===== src/rtl/core/lwps_pkg.sv =====
package lwps_pkg;

  localparam int MaxPeers = 32;
  localparam int IdxW = $clog2(MaxPeers);
  localparam int CntW = $clog2(MaxPeers + 1);

  localparam int DreqW = 16;
  localparam int DlenW = 48;
  localparam int PreqW = 8;
  localparam int PlenW = 40;
  localparam int ScoreW = 50;

  localparam logic [1:0] CfgPeerCount = 2'd0;
  localparam logic [1:0] CfgDownMask  = 2'd1;
  localparam logic [1:0] CfgThreshold = 2'd2;

  typedef struct packed {
    logic [31:0] req_len;
    logic [15:0] random_value;
  } in_item_t;

  typedef struct packed {
    logic [4:0] peer_index;
    logic       no_peer;
  } out_item_t;

  typedef enum logic [2:0] {
    ST_IDLE,
    ST_SCAN,
    ST_MOD,
    ST_PICK,
    ST_MERGE,
    ST_DONE
  } state_t;

  typedef struct packed {
    logic [DreqW-1:0] dreq;
    logic [DlenW-1:0] dlen;
    logic [PreqW-1:0] preq;
    logic [PlenW-1:0] plen;
  } peer_t;

endpackage


===== src/rtl/core/lwps_mod.sv =====
// Restoring remainder unit: one quotient bit per cycle over the 16-bit word.
module lwps_mod (
  input  logic                       clk,
  input  logic                       rst_n,
  input  logic                       start,
  input  logic [15:0]                dividend,
  input  logic [lwps_pkg::CntW-1:0]  divisor,
  output logic                       done,
  output logic [lwps_pkg::CntW-1:0]  remainder
);

  logic [15:0]               dvd_r, dvd_nxt;
  logic [lwps_pkg::CntW:0]   rem_r, rem_nxt;
  logic [4:0]                cnt_r, cnt_nxt;
  logic                      busy_r, busy_nxt;
  logic [lwps_pkg::CntW:0]   trial;

  always_comb begin
    dvd_nxt  = dvd_r;
    rem_nxt  = rem_r;
    cnt_nxt  = cnt_r;
    busy_nxt = busy_r;
    trial    = {rem_r[lwps_pkg::CntW-1:0], dvd_r[15]};
    if (start) begin
      dvd_nxt  = dividend;
      rem_nxt  = '0;
      cnt_nxt  = 5'd16;
      busy_nxt = 1'b1;
    end else if (busy_r) begin
      // Shift one dividend bit in and subtract when it fits.
      dvd_nxt = {dvd_r[14:0], 1'b0};
      rem_nxt = (trial >= {1'b0, divisor}) ? trial - {1'b0, divisor} : trial;
      cnt_nxt = cnt_r - 5'd1;
      if (cnt_r == 5'd1) begin
        busy_nxt = 1'b0;
      end
    end
  end

  always_ff @(posedge clk) begin
    if (!rst_n) begin
      busy_r <= 1'b0;
      cnt_r  <= '0;
    end else begin
      busy_r <= busy_nxt;
      cnt_r  <= cnt_nxt;
    end
    dvd_r <= dvd_nxt;
    rem_r <= rem_nxt;
  end

  assign done      = busy_r && (cnt_r == 5'd1);
  assign remainder = rem_nxt[lwps_pkg::CntW-1:0];

endmodule

===== config.mk =====
export PLATFORM = sky130hd
export DESIGN_NAME = lwps_mod
export DESIGN_NICKNAME = d
export VERILOG_FILES = /design/src/rtl/core/lwps_pkg.sv /design/src/rtl/core/lwps_mod.sv
export SDC_FILE = /design/constraint.sdc
export NUM_CORES = 1
export LEC_CHECK = 0
export ABC_AREA = 1
export BUFFER_PORTS_ARGS = -buffer_cell sky130_fd_sc_hd__clkbuf_2
export CORE_UTILIZATION = 50
export DETAILED_ROUTE_END_ITERATION = 8
export GPL_TIMING_DRIVEN = 0
export HOLD_SLACK_MARGIN = 0.12
export MAX_ROUTING_LAYER = met4
export PLACE_DENSITY_LB_ADDON = 0.25
export SLEW_MARGIN = 10
export SYNTH_ARGS = -nofsm -noshare
export SYNTH_HDL_FRONTEND = slang
export SYNTH_SLANG_ARGS = --single-unit

===== constraint.sdc =====
create_clock -name clk -period 2.21 [get_ports clk]
set_input_delay 0.221 -clock clk [delete_from_list [all_inputs] [get_ports clk]]
set_output_delay 0.221 -clock clk [all_outputs]
set_load 0.02 [all_outputs]

==> results.toml, run 1 <==
[timing]
clock_skew_ps = 10.3
maxSlewHeadroom = 0.582
fmax_mhz = 433
fin_setup_tns_ps = -157
rsz0062_at_grt = "true"
worstMarginPinSlew_ps = 626
finalHoldViolations = 0
finalCriticalPeriod_ps = 2310
setup_ws_ps = -97.2
fin_crit_sh = 1.04
finalMaxSlewViolations = 0
setup_viol = 2

[clock_tree]
htree_levels = 1
insertion_delay_ps = 320
cts_buffers = 3
cts.clk_slew.worst_paths_ps = 160
root_buffer = "clkbuf_4"
clk_path_buf_depth = 2
clkSinkCount = 28
cts_tree = "yes"

[global_routing]
antenna_found_initial = 0
grt_pass1_vias = 1198
grt_max_degree = 18
grt_pass1_wl_mm = 4.76
grt_remaining_overflow = 0
gr-usage-all-layers = 0.187

[power]
p_switching_mw = 0.405
p_clk_frac = 0.241
power_density_nw_per_um2 = 645
internal_power_mw = 0.974
comb_power_share = 0.299
peakVddDrop_v = 0.000529
total_power_mw = 1.38
p_leak_nw = 1.05
sequentialPowerShare = 0.460
sw_frac_of_total = 0.294

[setup_path]
required_ps = 1990
r2r.worst_path.cells = 10
slowest_delay_ps = 410
worstPathMaxFanout = 3
setup.worst_path.start_class = "register"
crit_type = "reg -> out"
cp_slowest_cell = "edfxtp_1"
cp-end-kind = "output pin"
cp_cell_sequence = "inv_2 > ha_4 > inv_2 > fa_2 > buf_4 > xnor2_2 > nand2_1 > nand2_2 > o21ai_2 > buf_6"
crit_path_frequent_cell = "inv_2"
worstPathArrival_ps = 2090

[routing]
via_per_inst = 4.75
firstDrtPassIters = 4
ant_nets = 0
drcViolationCount = 0
drt_iter0_drc = 66
vias = 1383
wl_mm = 3.23
wl_per_cell_um = 11.1

[synthesis]
ys_seq_area_frac = 0.454
syn-mean-instance-area_um2 = 7.79
syn-cell-area_um2 = 1590
syn_nets = 239
ys_types = 32
synthCells = 204
synth_area_leader_cell = "edfxtp_1"
ys_ff_latch = 28
yosysWarnings = 0
synthTopCellsByArea = "edfxtp_1, nand2_1, dfxtp_1"
synth_top_area_frac = 0.302

[place]
post-place-ws_ps = 175
placed_cell_area_um2 = 1800
dpl.hpwl_mm = 2.15
dp.cells = 279
port_buffers = 31
place_congestion = 0.800

[finish]
antenna_cells = 0
drive_gt1_frac = 0.340
nets = 283
areaGrowthSynthToFinish_pct = 34.6
design_area_um2 = 2140
instances_no_fill = 291
fillCellCount = 243

[die]
die_x_um = 58.4
initial_core_util = 0.525
core_um2 = 3030
std_cell_rows = 20
die_y_um = 58.4
die_area_um2 = 3410
io_pins = 32

[hold_path]
hp-class = "in -> reg"
holdPathStages = 3

[flow_run]
maxCapViolCount = 0

[run_status]
violations = "negative setup slack"
status = "complete, but fails checks"
placed cells by master (no fill, tap or decap), types with 2 or more instances in the layout:
cell      count
nand2_1      72
clkbuf_2     25
inv_1        24
nor2_1       18
edfxtp_1     16
buf_4         8
nand3_1       7
ha_4          7
dfxtp_1       7
buf_6         6
inv_2         5
nand2_2       5
nand3_2       5
o21ai_0       3
a21oi_1       3
clkbuf_4      3
dfxtp_4       3
nand2_4       2
xnor2_2       2
o21ai_2       2
ha_1          2
dfxtp_2       2
worst max-delay path: cells and delay by family (launching register included):
family | cells | cell delay (ps)
adder cells (fa/ha/maj) | 2 | 470
XOR/XNOR | 1 | 120
buffers and inverters | 4 | 430
AND/OR/NAND/NOR | 2 | 120
AO/OA/AOI/OAI | 1 | 190
flip-flops | 1 | 410
power groups by stage:
stage	combinational, mW	sequential [mW]	clock [mW]
after CTS	0.313	0.631	0.335
after detailed placement	0.290	0.640	0
after global placement	0.286	0.638	0
after floorplan	0.220	0.634	0
final	0.412	0.634	0.333
after global routing	0.455	0.640	0.355
per-stage QoR:
stage | utilization | hold slack, ps
floorplan | - | 353
global placement | 0.594 | 463
detailed placement | 0.594 | 475
CTS | 0.634 | 143
global route | 0.706 | 135
finish | 0.706 | 141
Yosys cell counts, drive strengths merged:
| library cell | count |
|---|---|
| a21boi | 1 |
| xnor2 | 2 |
| edfxtp | 16 |
| nor3 | 2 |
| clkinv | 1 |
| dfxtp | 12 |
| a31oi | 1 |
| xor2 | 1 |
| fa | 1 |
| nor2 | 20 |
| o21ai | 5 |
| nand4 | 1 |
| nand2 | 80 |
| nand3 | 12 |
| a21oi | 4 |
| ha | 9 |
| clkbuf | 1 |
| inv | 30 |
| buf | 3 |
| o211ai | 1 |
| and3 | 1 |
logic make-up (layout without fill, tap and decap cells):
kind of cell | Yosys count | after routing | share of synthesized area
buffers and inverters | 35 | 78 | 0.0898
AO/OA/AOI/OAI | 12 | 12 | 0.0441
flip-flops | 28 | 28 | 0.454
XOR/XNOR | 3 | 3 | 0.0165
AND/OR/NAND/NOR | 116 | 116 | 0.313
adder cells (fa/ha/maj) | 10 | 10 | 0.0835
routing by layer:
| layer | GRT usage | vias up | wire (µm) |
|---|---|---|---|
| li1 | - | 721 | - |
| met5 | - | - | 0 |
| met3 | 0.0264 | 4 | 84 |
| met4 | 0.0578 | 0 | 30 |
| met1 | 0.233 | 634 | 1470 |
| met2 | 0.315 | 24 | 1640 |
registers in the layout, indices dropped and copies added, names as in the netlist:
register / flops
dvd_r: 16
busy_r: 1
rem_r: 6
cnt_r: 5
path summary, 6_finish.rpt:
check | startpoint | end | slack [ps]
hold reg to reg | cnt_r[4] | cnt_r[4] | 490
hold / removal | dividend[0] | dvd_r[0] | 140
setup / recovery | dvd_r[15] | remainder[2] | -100
setup reg to reg | dvd_r[15] | rem_r[2] | 400
what timing repair did:
action | CTS | global route
endpoints found under the hold margin | 1 | 0
pin swaps | 1 | 19
hold buffers | 1 | 0
buffers inserted | 0 | 7
gates resized for setup | 10 | 47
setup endpoints to repair | 3 | 6
final cells by class:
| class | count | area (µm²) | share of cell area |
|---|---|---|---|
| Clock buffer | 3 | 22.5 | 0.0105 |
| Clock inverter | 1 | 30.0 | 0.0140 |
| Timing Repair Buffer | 39 | 251 | 0.118 |
| Multi-Input combinational cell | 141 | 897 | 0.420 |
| Tap cell | 44 | 55.1 | 0.0257 |
| Buffer | 4 | 23.8 | 0.0111 |
| Inverter | 31 | 124 | 0.0579 |
| Sequential cell | 28 | 734 | 0.343 |
Power figures use the tool's default switching activity.
==> inputs of run 2 (changes only) <==
--- a/config.mk
+++ b/config.mk
@@ -11,7 +11,6 @@
 export DETAILED_ROUTE_END_ITERATION = 8
 export GPL_TIMING_DRIVEN = 0
 export HOLD_SLACK_MARGIN = 0.12
-export MAX_ROUTING_LAYER = met4
 export PLACE_DENSITY_LB_ADDON = 0.25
 export SLEW_MARGIN = 10
 export SYNTH_ARGS = -nofsm -noshare
==> run 2 against run 1 <==
  * The flow still finishes with violations (negative setup slack)
  * Utilization unchanged
  * Count of clock-buffer cells in the layout unchanged
  * Via count unchanged
  * Hold slack about the same
  * Design area unchanged
  * Sequential power about the same
  * Flip-flop and latch count unchanged
  * Maximum frequency about the same
  * Wire length about the same
  * Die area unchanged
  * Cell count unchanged
  * Highest routed layer unchanged
==> results.toml, run 2 (synthesis gave the netlist of run 1 again) <==
[timing]
finalHoldViolations = 0
fmax_mhz = 433
maxSlewHeadroom = 0.582
rsz0062_at_grt = "true"
worstMarginPinSlew_ps = 626
fin_crit_sh = 1.04
setup_viol = 2
finalMaxSlewViolations = 0
holdWs_ps = 141
finalCriticalPeriod_ps = 2310
setup_ws_ps = -97.2
clock_skew_ps = 10.2

[finish]
antenna_cells = 0
largest_register_ffs = 16
final_common_cell = "nand2_1"
instances_no_fill = 291
drive_gt1_frac = 0.340
areaGrowthSynthToFinish_pct = 34.6
fillCellCount = 243
layout_common_cells = "nand2_1, clkbuf_2, inv_1"
largestRegisters = "dvd_r (16), rem_r (6), cnt_r (5)"
regMostFlops = "dvd_r"
nets = 283

[clock_tree]
cts_tree = "yes"
cts_buffers = 3
clkSinkCount = 28
clk_path_buf_depth = 2
insertion_delay_ps = 320
cts.clk_slew.worst_paths_ps = 160
htree_levels = 1
root_buffer = "clkbuf_4"

[run_status]
violations = "negative setup slack"
status = "complete, but fails checks"

[global_routing]
antenna_found_initial = 0
grt_pass1_wl_mm = 4.76
met2_usage = 0.315
grt_pass1_vias = 1197
gr-usage-all-layers = 0.181
grt_max_degree = 18
busiest_layer = "met2"
grt_use_met3 = 0.0286
grt_remaining_overflow = 0
met1_usage = 0.231

[die]
die_y_um = 58.4
die_x_um = 58.4
std_cell_rows = 20
io_pins = 32
core_um2 = 3030
initial_core_util = 0.525
die_area_um2 = 3410

[place]
dpl.hpwl_mm = 2.15
post-place-ws_ps = 175
place_congestion = 0.788
port_buffers = 31
dp.cells = 279

[routing]
wl_per_cell_um = 11.1
firstDrtPassIters = 4
ant_nets = 0
via_per_inst = 4.75
wl_mm = 3.23
drt_iter0_drc = 69
vias = 1383
drcViolationCount = 0

[setup_path]
worstPathArrival_ps = 2090
required_ps = 1990
setup.worst_path.start_class = "register"
worstPathMaxFanout = 3
crit_type = "reg -> out"
cp-end-kind = "output pin"

[power]
power_density_nw_per_um2 = 645
p_leak_nw = 1.05
peakVddDrop_v = 0.000529
total_power_mw = 1.38

[hold_path]
hp-class = "in -> reg"

[flow_run]
maxCapViolCount = 0
==> run 2: cell counts in the layout (fill, tap and decap cells not counted) <==
Identical to the previous run, type by type.
==> run 2: where the power goes <==
part           switching, mW  total, mW  internal [mW]
clock network          0.150      0.333          0.183
logic                  0.229      0.412          0.183
registers             0.0271      0.634          0.607
total                  0.405       1.38          0.974
==> run 2: path summary, 6_finish.rpt <==
check                   start      endpoint  slack [ps]  cells after the start
setup reg to reg    dvd_r[15]      rem_r[2]         400                     10
hold reg to reg      cnt_r[4]      cnt_r[4]         490                      2
setup / recovery    dvd_r[15]  remainder[2]        -100                     10
hold / removal    dividend[0]      dvd_r[0]         140                      3
==> run 2: repair_timing <==
action                                  4_1_cts  5_1_grt
endpoints found under the setup margin        3        6
endpoints found under the hold margin         1        0
pin swaps                                     1       19
buffers inserted                              0        7
hold buffers                                  1        0
gates resized for setup                      10       47
==> run 2: cell type report <==
type | instances | area [µm²] | share of cell area
clock buffers | 3 | 22.5 | 0.0105
clock inverters | 1 | 30.0 | 0.0140
flip-flops and latches | 28 | 734 | 0.343
plain buffers | 4 | 23.8 | 0.0111
well taps | 44 | 55.1 | 0.0257
multi-input cells | 141 | 897 | 0.420
repair buffers | 39 | 251 | 0.118
inverters | 31 | 124 | 0.0579
==> run 2: per-stage QoR <==
step | setup TNS (ps) | cell area, µm² | utilization
floorplan | 0 | 1590 | -
global placement | 0 | 1800 | 0.594
detailed placement | 0 | 1800 | 0.594
CTS | -132 | 1920 | 0.634
global route | -512 | 2140 | 0.706
finish | -157 | 2140 | 0.706
==> run 2: metal layers <==
layer	share of wire	routed length, µm
met1	0.46	1470
met2	0.51	1640
met3	0.026	84
met4	0.0096	31
met5	0	0
==> run 2: worst max-delay path, stage by stage, from the launching register on <==
cell	delay, ps
edfxtp_1	410
inv_2	110
ha_4	130
inv_2	30
fa_2	340
buf_4	150
xnor2_2	120
nand2_1	70
nand2_2	50
o21ai_2	190
buf_6	140
